==> src/rtl/core/urd_pkg.sv <==
`timescale 1ns / 1ps
// ----------------------------------------------------------------------------
// urd_pkg
// Shared constants and types for the unique random draw block.
// ----------------------------------------------------------------------------
package urd_pkg;

  localparam int MAX_DRAWS = 10;
  localparam int CNT_W     = $clog2(MAX_DRAWS + 1);
  localparam int HIST_W    = 7;
  localparam int LFSR_W    = 16;
  localparam int TRY_W     = 16;
  localparam int DIGIT_W   = 4;

  localparam logic [LFSR_W-1:0] SEED_RESET = 16'd42;
  localparam logic [HIST_W-1:0] NUM_RANGE  = 7'd100;

  // Reciprocal of 100 scaled by 2^24 and rounded up; exact for 16-bit values.
  localparam int                 RECIP_SHIFT = 24;
  localparam logic [17:0]        RECIP_K     = 18'd167773;
  localparam int                 QUOT_W      = 10;

  typedef enum logic [2:0] {
    ST_IDLE,
    ST_STEP,
    ST_RED,
    ST_WALK,
    ST_EMIT
  } urd_state_e;

  // Candidate travelling along the history cells.
  typedef struct packed {
    logic              vld;
    logic [HIST_W-1:0] val;
    logic              hit;
  } urd_tok_t;

endpackage

==> src/rtl/core/unique_random_draw.sv <==
`timescale 1ns / 1ps
// An item without a draw goes to the emit state, which waits until the output is free.
// A draw first runs generator tries until it finds a new number or the tries run out. Each
// try steps the generator, runs the reduction and walks the ten history cells, one cell per cycle.
// One item is in work at a time and the output word is registered. The next word
// can be taken in the same cycle that the output word appears.
// Reset loads the shift register with 42, clears the count and sets the held digits to 99.
// ----------------------------------------------------------------------------
// unique_random_draw
// Push-button number picker that never repeats a number until the limit.
// ----------------------------------------------------------------------------
module unique_random_draw import urd_pkg::*; (
  input  logic              clk_i,
  input  logic              rst_ni,
  input  logic              cfg_wr_en_i,
  input  logic [LFSR_W-1:0] cfg_wr_data_i,    // seed
  input  logic              s_axis_tvalid,
  output logic              s_axis_tready,
  input  logic [7:0]        s_axis_tdata,     // [0] button_level, rest zero
  output logic              m_axis_tvalid,
  input  logic              m_axis_tready,
  output logic [7:0]        m_axis_tdata,     // [3:0] digit_units, [7:4] digit_tens
  output logic [1:0]        m_axis_tuser      // [0] new_draw, [1] all_drawn
);

  urd_state_e         st_q, st_d;
  logic [CNT_W-1:0]   cnt_q, cnt_d;
  logic [TRY_W-1:0]   tries_q, tries_d;
  logic [DIGIT_W-1:0] units_q, units_d, tens_q, tens_d;
  logic               fresh_q, fresh_d;
  logic               m_valid_q, m_valid_d;
  logic [7:0]         m_data_q, m_data_d;
  logic [1:0]         m_user_q, m_user_d;

  logic               step;
  logic               res_vld;
  logic [HIST_W-1:0]  res;
  logic               commit;
  logic               limit;
  logic               out_free;
  logic [DIGIT_W-1:0] new_tens;
  logic [HIST_W-1:0]  new_units;

  urd_tok_t           tok [MAX_DRAWS+1];
  logic [MAX_DRAWS-1:0] tok_vld;

  urd_rng u_rng (
    .clk_i     (clk_i),
    .rst_ni    (rst_ni),
    .load_i    (cfg_wr_en_i),
    .seed_i    (cfg_wr_data_i),
    .step_i    (step),
    .res_vld_o (res_vld),
    .res_o     (res)
  );

  assign tok[0] = '{vld: res_vld, val: res, hit: 1'b0};

  for (genvar i = 0; i < MAX_DRAWS; i++) begin : g_cell
    urd_cell u_cell (
      .clk_i    (clk_i),
      .rst_ni   (rst_ni),
      .armed_i  (cnt_q > CNT_W'(i)),
      .wr_en_i  (commit && (cnt_q == CNT_W'(i))),
      .wr_val_i (tok[MAX_DRAWS].val),
      .tok_i    (tok[i]),
      .tok_o    (tok[i+1])
    );
    assign tok_vld[i] = tok[i+1].vld;
  end

  assign limit    = (cnt_q >= CNT_W'(MAX_DRAWS));
  assign out_free = !m_valid_q || m_axis_tready;

  // Tens digit by counting the decade thresholds the value has passed.
  always_comb begin
    new_tens = '0;
    for (int k = 1; k < 10; k++) begin
      if (tok[MAX_DRAWS].val >= HIST_W'(10 * k)) begin
        new_tens = new_tens + DIGIT_W'(1);
      end
    end
    new_units = tok[MAX_DRAWS].val - (HIST_W'(new_tens) << 3) - (HIST_W'(new_tens) << 1);
  end

  always_comb begin
    st_d      = st_q;
    cnt_d     = cnt_q;
    tries_d   = tries_q;
    units_d   = units_q;
    tens_d    = tens_q;
    fresh_d   = fresh_q;
    m_valid_d = m_valid_q;
    m_data_d  = m_data_q;
    m_user_d  = m_user_q;
    step      = 1'b0;
    commit    = 1'b0;
    s_axis_tready = (st_q == ST_IDLE);

    if (m_valid_q && m_axis_tready) begin
      m_valid_d = 1'b0;
    end

    case (st_q)
      ST_IDLE: begin
        if (s_axis_tvalid) begin
          fresh_d = 1'b0;
          tries_d = '0;
          if (s_axis_tdata[0] && !limit) begin
            st_d = ST_STEP;
          end else begin
            st_d = ST_EMIT;
          end
        end
      end
      ST_STEP: begin
        step = 1'b1;
        st_d = ST_RED;
      end
      ST_RED: begin
        if (res_vld) begin
          st_d = ST_WALK;
        end
      end
      ST_WALK: begin
        if (tok[MAX_DRAWS].vld) begin
          if (!tok[MAX_DRAWS].hit) begin
            commit  = 1'b1;
            cnt_d   = cnt_q + CNT_W'(1);
            tens_d  = new_tens;
            units_d = new_units[DIGIT_W-1:0];
            fresh_d = 1'b1;
            st_d    = ST_EMIT;
          end else if (tries_q == {TRY_W{1'b1}}) begin
            // Generator exhausted: the draw is given up.
            st_d = ST_EMIT;
          end else begin
            tries_d = tries_q + TRY_W'(1);
            st_d    = ST_STEP;
          end
        end
      end
      ST_EMIT: begin
        if (out_free) begin
          m_valid_d = 1'b1;
          m_data_d  = {tens_q, units_q};
          m_user_d  = {limit, fresh_q};
          st_d      = ST_IDLE;
        end
      end
      default: begin
        st_d = ST_IDLE;
      end
    endcase
  end

  always_ff @(posedge clk_i or negedge rst_ni) begin
    if (!rst_ni) begin
      st_q      <= ST_IDLE;
      cnt_q     <= '0;
      tries_q   <= '0;
      units_q   <= DIGIT_W'(9);
      tens_q    <= DIGIT_W'(9);
      fresh_q   <= 1'b0;
      m_valid_q <= 1'b0;
    end else begin
      st_q      <= st_d;
      cnt_q     <= cnt_d;
      tries_q   <= tries_d;
      units_q   <= units_d;
      tens_q    <= tens_d;
      fresh_q   <= fresh_d;
      m_valid_q <= m_valid_d;
    end
  end

  always_ff @(posedge clk_i) begin
    m_data_q <= m_data_d;
    m_user_q <= m_user_d;
  end

  assign m_axis_tvalid = m_valid_q;
  assign m_axis_tdata  = m_data_q;
  assign m_axis_tuser  = m_user_q;

  // Only one candidate is ever travelling along the cells.
  a_one_token: assert property (@(posedge clk_i) disable iff (!rst_ni)
    $onehot0(tok_vld))
    else $error("more than one candidate in the history chain");

  a_cnt_range: assert property (@(posedge clk_i) disable iff (!rst_ni)
    cnt_q <= CNT_W'(MAX_DRAWS))
    else $error("draw count beyond the limit");

  a_no_step_busy: assert property (@(posedge clk_i) disable iff (!rst_ni)
    step |-> !(|tok_vld) && !res_vld)
    else $error("generator stepped while a candidate is still checked");

  a_fresh_counted: assert property (@(posedge clk_i) disable iff (!rst_ni)
    commit |=> cnt_q == $past(cnt_q) + CNT_W'(1))
    else $error("committed draw not counted");

  a_fresh_word: assert property (@(posedge clk_i) disable iff (!rst_ni)
    m_valid_q && m_user_q[0] |-> cnt_q != '0)
    else $error("fresh word reported with an empty history");

endmodule

==> src/rtl/core/urd_rng.sv <==
`timescale 1ns / 1ps
// ----------------------------------------------------------------------------
// urd_rng
// 16-bit Fibonacci shift register with a pipelined reduction modulo 100.
// ----------------------------------------------------------------------------
module urd_rng import urd_pkg::*; (
  input  logic              clk_i,
  input  logic              rst_ni,
  input  logic              load_i,
  input  logic [LFSR_W-1:0] seed_i,
  input  logic              step_i,
  output logic              res_vld_o,
  output logic [HIST_W-1:0] res_o
);

  logic [LFSR_W-1:0]              lfsr_q, lfsr_d;
  logic                           v1_q, v2_q, v3_q;
  logic [LFSR_W-1:0]              x_q;
  logic [QUOT_W-1:0]              quot_q;
  logic [HIST_W-1:0]              res_q;
  logic [LFSR_W+17:0]             prod;
  logic [LFSR_W:0]                back;
  logic [LFSR_W:0]                rem;

  always_comb begin
    lfsr_d = {lfsr_q[0] ^ lfsr_q[2] ^ lfsr_q[3] ^ lfsr_q[5], lfsr_q[LFSR_W-1:1]};
  end

  assign prod = {{18{1'b0}}, lfsr_q} * {{LFSR_W{1'b0}}, RECIP_K};
  assign back = (LFSR_W+1)'(quot_q) * (LFSR_W+1)'(NUM_RANGE);
  assign rem  = {1'b0, x_q} - back;

  always_ff @(posedge clk_i or negedge rst_ni) begin
    if (!rst_ni) begin
      lfsr_q <= SEED_RESET;
      v1_q   <= 1'b0;
      v2_q   <= 1'b0;
      v3_q   <= 1'b0;
    end else begin
      if (load_i) begin
        lfsr_q <= seed_i;
      end else if (step_i) begin
        lfsr_q <= lfsr_d;
      end
      v1_q <= step_i;
      v2_q <= v1_q;
      v3_q <= v2_q;
    end
  end

  // Quotient first, then the remainder, each behind its own register.
  always_ff @(posedge clk_i) begin
    if (v1_q) begin
      x_q    <= lfsr_q;
      quot_q <= prod[RECIP_SHIFT +: QUOT_W];
    end
    if (v2_q) begin
      res_q <= rem[HIST_W-1:0];
    end
  end

  assign res_vld_o = v3_q;
  assign res_o     = res_q;

endmodule

==> src/rtl/core/urd_cell.sv <==
`timescale 1ns / 1ps
// ----------------------------------------------------------------------------
// urd_cell
// One history entry; compares a passing candidate and hands it on.
// ----------------------------------------------------------------------------
module urd_cell import urd_pkg::*; (
  input  logic              clk_i,
  input  logic              rst_ni,
  input  logic              armed_i,
  input  logic              wr_en_i,
  input  logic [HIST_W-1:0] wr_val_i,
  input  urd_tok_t          tok_i,
  output urd_tok_t          tok_o
);

  logic [HIST_W-1:0] entry_q;
  logic              vld_q;
  logic [HIST_W-1:0] val_q;
  logic              hit_q;

  always_ff @(posedge clk_i) begin
    if (wr_en_i) begin
      entry_q <= wr_val_i;
    end
    // An entry that has not been written yet is never armed.
    val_q <= tok_i.val;
    hit_q <= tok_i.hit | (armed_i & (entry_q == tok_i.val));
  end

  always_ff @(posedge clk_i or negedge rst_ni) begin
    if (!rst_ni) begin
      vld_q <= 1'b0;
    end else begin
      vld_q <= tok_i.vld;
    end
  end

  assign tok_o = '{vld: vld_q, val: val_q, hit: hit_q};

endmodule
==> config.mk <==
export PLATFORM = sky130hd
export DESIGN_NAME = unique_random_draw
export DESIGN_NICKNAME = d
export VERILOG_FILES = /design/src/rtl/core/urd_pkg.sv /design/src/rtl/core/unique_random_draw.sv /design/src/rtl/core/urd_rng.sv /design/src/rtl/core/urd_cell.sv
export SDC_FILE = /design/constraint.sdc
export NUM_CORES = 1
export LEC_CHECK = 0
export BUFFER_PORTS_ARGS = -buffer_cell sky130_fd_sc_hd__buf_4
export CAP_MARGIN = 20
export CORE_MARGIN = 2
export CORE_UTILIZATION = 59
export CTS_CLUSTER_SIZE = 20
export DETAILED_ROUTE_END_ITERATION = 10
export HOLD_SLACK_MARGIN = 0.06
export PLACE_DENSITY_LB_ADDON = 0.05
export SLEW_MARGIN = 15
export SYNTH_ARGS = -nofsm -noshare
export SYNTH_HDL_FRONTEND = slang
export SYNTH_HIERARCHICAL = 1
export SYNTH_SLANG_ARGS = --single-unit
==> constraint.sdc <==
create_clock -name clk_i -period 9.2 [get_ports clk_i]
set_input_delay 0.46 -clock clk_i [delete_from_list [all_inputs] [get_ports clk_i]]
set_output_delay 0.46 -clock clk_i [all_outputs]
set_load 0.005 [all_outputs]
Word-level counts from Yosys, hierarchy flattened
Index checks and enable logic that the tools add are counted.

Output and inout bits: 12. Logic and storage cells: 204. Bits of input ports: 29. Flip-flop bits (word level): 246.

Bitwise gates (word level): 23. Add/sub/neg operators: 13. Reduce and logical (&&, ||, !) cells: 24. $mul: 2. Magnitude comparators: 20. Mux-type cells: 35. Equality and inequality tests: 31.

Operators by type and width (count): 2-to-1 mux 16 bit (6); == test 7 bit (10); adder 4 x 1 -> 4 bit, second input constant (9); multiplier 16 x 18 -> 34 bit, second input constant (1); 2-to-1 mux 4 bit (8); one-hot mux 16 bit (2 select lines) (1); greater-or-equal comparator 7 x 6 -> 1 bit, second input constant (3); greater-or-equal comparator 7 bit, second input constant (3); 2-to-1 mux 3 bit (7); adder 16 x 1 -> 16 bit, second input constant (1); == test 16 bit, second input constant (1); == test 4 x 3 -> 1 bit, second input constant (4); > comparator 4 x 3 -> 1 bit, second input constant (4); one-hot mux 3 bit (5 select lines) (1); greater-or-equal comparator 7 x 5 -> 1 bit, second input constant (2); logical AND 1 bit (12); 2-to-1 mux 1 bit (11); AND 1 bit (10); multiplier 10 x 5 -> 5 bit, second input constant (1); bitwise OR 1 bit (9); == test 4 x 2 -> 1 bit, second input constant (2); == test 4 bit, second input constant (2); > comparator 4 x 1 -> 1 bit, second input constant (2); > comparator 4 x 2 -> 1 bit, second input constant (2); 23 further kinds (36).

Longest topological paths before layout
Depth after elaboration: 20. Mapped depth: 28. Gate-level depth less buffers: 27.

Cells and area by module
The synthesis kept the hierarchy.

Modules (own cells, without submodules): urd_rng (area an instance 6120.9 um2, instances 1, cells an instance 569); urd_cell (area an instance 491.7 um2, instances 10, cells an instance 28); unique_random_draw (area an instance 3119.2 um2, instances 1, cells an instance 356).

Worst setup path after synthesis
OpenSTA, ideal clock, no wires.

Kind: reg-to-reg. Start: register u_rng.lfsr_q[5]. End: register u_rng.quot_q[2], data pin. Data required time: 8940 ps. Clock period less this slack: 5213 ps. Setup time: 260 ps. Arrival: 4952 ps. Cell stages (with the launch flop): 17. Path slack: 3987 ps. Cells stage by stage: dfstp_2 inv_1 fa_1 fa_1 fa_1 inv_1 fa_1 fa_1 inv_1 fa_1 inv_1 ha_1 or3_1 o2111ai_1 o32ai_2 o32ai_2 xnor2_1.

Word-level cells in the longest chain between the ends: 1.

Ends and longest elaborated chain: start, declared (RTL line urd_rng.sv:16) `logic [LFSR_W-1:0] lfsr_q, lfsr_d;`; start signal, assigned (RTL line urd_rng.sv:41) `lfsr_q <= seed_i;`; start signal, assigned (RTL line urd_rng.sv:43) `lfsr_q <= lfsr_d;`; multiplier 16 x 18 -> 34 bit (RTL line urd_rng.sv:29) `assign prod = {{18{1'b0}}, lfsr_q} * {{LFSR_W{1'b0}}, RECIP_K};`; named net u_rng.prod[26] (RTL line urd_rng.sv:21) `logic [LFSR_W+17:0] prod;`; end signal, assigned (RTL line urd_rng.sv:55) `quot_q <= prod[RECIP_SHIFT +: QUOT_W];`; end, declared (RTL line urd_rng.sv:19) `logic [QUOT_W-1:0] quot_q;`.

The timed path passes the listed nets, and every way through them passes these cells. A chain may end at the register's enable or synchronous reset.

Final worst setup path
Start: register g_cell[9].u_cell.val_q[4]. End: register units_q[3].

Elaborated cells on any way between the ends: 28. Those cells by class: 10 x add/sub; 9 x order compare; 9 x mux.

RTL lines: start, declared (RTL line urd_cell.sv:18) `logic [HIST_W-1:0] val_q;`; start signal, assigned (RTL line urd_cell.sv:26) `val_q <= tok_i.val;`; greater-or-equal comparator 7 x 4 -> 1 bit (RTL line unique_random_draw.sv:79) `if (tok[MAX_DRAWS].val >= HIST_W'(10 * k)) begin`; 2-to-1 mux 1 bit (RTL line unique_random_draw.sv:79); adder 4 x 1 -> 4 bit (RTL line unique_random_draw.sv:80) `new_tens = new_tens + DIGIT_W'(1);`; 2-to-1 mux 4 bit (RTL line unique_random_draw.sv:79); adder 4 x 1 -> 4 bit (RTL line unique_random_draw.sv:80); 2-to-1 mux 4 bit (RTL line unique_random_draw.sv:79); adder 4 x 1 -> 4 bit (RTL line unique_random_draw.sv:80); 2-to-1 mux 4 bit (RTL line unique_random_draw.sv:79); [4 not listed]; adder 4 x 1 -> 4 bit (RTL line unique_random_draw.sv:80); 2-to-1 mux 4 bit (RTL line unique_random_draw.sv:79); adder 4 x 1 -> 4 bit (RTL line unique_random_draw.sv:80); 2-to-1 mux 4 bit (RTL line unique_random_draw.sv:79); adder 4 x 1 -> 4 bit (RTL line unique_random_draw.sv:80); 2-to-1 mux 4 bit * (RTL line unique_random_draw.sv:79); named net new_tens[1] (RTL line unique_random_draw.sv:41) `logic [DIGIT_W-1:0] new_tens;`; subtractor 4 bit * (RTL line unique_random_draw.sv:83) `new_units = tok[MAX_DRAWS].val - (HIST_W'(new_tens) << 3) - (HIST_W'(new_tens) << 1);`; end signal, assigned (RTL line unique_random_draw.sv:170) `units_q <= units_d;`; end, declared (RTL line unique_random_draw.sv:29) `logic [DIGIT_W-1:0] units_q, units_d, tens_q, tens_d;`.

The timed path passes the listed nets; every way through them passes the cells marked *.

==> metrics.yaml <==
ant_nets: 0
ctsLongestPathBuffers: 3
finalClockSkew_ps: 12.8
met1_length_mm: 11.3
fp.dieW_microns: 159
fillers: 1847
cts_buffers: 26
worst_setup_path_end_kind: "register"
coreArea_sq_um: 23500
drt_iter0_drc: 434
netlist_top_cells_count: "inv_1, ha_1, edfxtp_1, fa_1, dfxtp_1"
synthSimpleGateAreaFrac_pct: 7.43
synth_area_leaders: "edfxtp_1, fa_1, ha_1"
root_buffer: "clkbuf_16"
cap_viol_max_count: 0
wl_met2_mm: 13.7
tightest_slew_ps: 1030
layout_setup_ws_ps: 3010
wl_met3_microns: 744
synth_area_sq_um: 14200
finalMaxSlewViolations: 0
routed_wl_mm: 26.6
fin_area_sq_um: 15400
top_layer_used: "met4"
cts_setup_buffers: 0
dieArea_sq_um: 25300
rows: 56
synthFlopType: "edfxtp_1"
required_ps: 9640
finalWeightedCongestion: 0.908
syn_avg_cell_area_sq_um: 11.7
yosysTopAreaCell: "edfxtp_1"
clkLatencyLatePin_ps: 520
synthXorXnorAreaFrac_pct: 8.26
synth-seq-cells: 241
async_reset_ff_share_pct: 25.7
period_needed_ps: 6190
syn_nets: 1472
path_class: "reg -> reg"
slew-limit-headroom_pct: 31.0
clock-sinks: 241
ys_warn_count: 6
area_growth_pct: 9.12
htreeDepth: 1
fmax_mhz: 162
overflow: 0
grt_antenna_before_repair: 0
ys_seq_area_share_pct: 43.3
ys_types: 70
vias: 8171
critPathLaunchType: "register"
synthCells: 1205
period_share_pct: 67.3
pre_cts_ws_ps: 3050
port-buffer-count: 33
hold_violations: 0
synth_top_family_by_area: "adder cells"
rsz0062_at_grt: "no"
fin_hold_ws_ps: 138
finalSetupViolations: 0
muxShareOfSynthArea_pct: 1.60
n_antenna_cell: 0
initial_core_util_pct: 60.1
crit_fanout: 25
grt_max_degree: 63
grt_pass1_vias: 8823
cp_data_arrival_time_ps: 6620
fin_tns_setup_ps: 0
hold_class: "in -> reg"
grt_pass1_wl_mm: 45.4
netlist.area_leader.share_pct: 21.0
yosysMostFrequentCell: "inv_1"
status: "finished, final reports clean"
dr.pass1.iters: 4
via_per_inst: 5.22
synth_fa_ha_area_share_pct: 26.3
drive_gt1_share_pct: 9.22
drcViolationCount: 0
placed_cell_area_sq_um: 14600
die_h_microns: 159
io_pins: 41
final_nets: 1494
grt.total_usage_pct: 22.4
synth_compound_area_share_pct: 6.07
cts.clk_slew.worst_paths_ps: 60
synth-edff-count: 99
route.detailed.wl_per_inst_microns: 17.0
hpwl_mm: 20.1
cts_tree: "yes"
==> timing repair <==
action / in CTS / in global routing
hold endpoints to repair: 34 / 0
hold buffers: 1 / 0
gates resized for setup: 0 / 0
==> worst paths after layout <==
| check | startpoint | to | slack (ps) | cells after the start |
|---|---|---|---|---|
| min in group asynchronous | rst_ni | units_q[2] | 560 | 2 |
| worst min register to register | g_cell[7].u_cell/vld_q | g_cell[8].u_cell/vld_q | 340 | 0 |
| worst max-delay path | g_cell[9].u_cell/val_q[4] | units_q[3] | 3010 | 25 |
| worst max register to register | g_cell[9].u_cell/val_q[4] | units_q[3] | 3010 | 25 |
| max in group asynchronous | rst_ni | tries_q[4] | 8120 | 2 |
| worst min-delay path | cfg_wr_data_i[7] | u_rng/lfsr_q[7] | 140 | 3 |
==> critical path, stage by stage (launching register included) <==
cell	delay, ps
dfxtp_1	900
or2_1	310
nor2_1	60
and2_1	190
ha_1	400
or2_2	340
nor3_1	130
a311o_1	460
ha_1	350
o2111ai_1	340
xor2_1	170
a21oi_1	80
ha_1	280
nor2_1	40
a31oi_1	280
xor2_1	120
mux2_2	290
ha_1	280
inv_1	40
a22oi_1	220
ha_1	300
nand2_1	70
nand2_1	60
xnor2_1	190
xnor2_1	140
o21ai_1	70
==> final cells by class <==
class | instances | area [sq um] | share of cell area (%)
Sequential cell | 241 | 6130 | 39.7
Timing Repair Buffer | 42 | 313 | 2.02
Multi-Input combinational cell | 729 | 7040 | 45.6
Inverter | 187 | 702 | 4.54
Tap cell | 319 | 399 | 2.58
Clock inverter | 4 | 32.5 | 0.211
Clock buffer | 44 | 830 | 5.37
==> logic make-up (layout without fill, tap and decap cells) <==
logic type,after synthesis,after routing
buffers and inverters,235,277
muxes,21,21
xor gates and xnor gates,130,130
AOI/OAI and AO/OA,126,126
DFF,241,241
other,1,1
and+or+nand+nor,213,213
adders and majority gates,238,238
==> registers in the layout (all words and copies together), names as in the netlist, 7 cells and up <==
signal,flops
u_rng/x_q,7
m_axis_tdata,8
g_cell.u_cell/entry_q,70
tries_q,16
g_cell.u_cell/hit_q,10
g_cell.u_cell/val_q,70
u_rng/lfsr_q,16
g_cell.u_cell/vld_q,10
u_rng/res_o,7
==> routing by layer <==
metal  up-vias  GRT usage, %
li1       4041             -
met1      3973          28.6
met2        98          40.3
met3        59          3.11
met4         0          6.24
met5         -             0
==> cells in the final DEF (no fill, tap or decap), types with 27 or more instances in the layout <==
master     count
dfxtp_1       80
dfrtp_1       55
nor2_1        50
fa_1          99
nand2_1       61
inv_1        187
clkbuf_16     27
xor2_1        72
edfxtp_1      99
o21ai_0       35
ha_1         139
xnor2_1       55
buf_4         39
==> stage by stage <==
step                      std cells  utilization, %
after floorplan                1205               -
after global placement         1515            61.9
after detailed placement       1515            61.9
after CTS                      1564            65.6
after global routing           1566            65.6
final                          1566            65.6
Power is left out: the tool's default activity adds up to more than one toggle a clock period on the data nets, which glitch-free logic cannot reach.
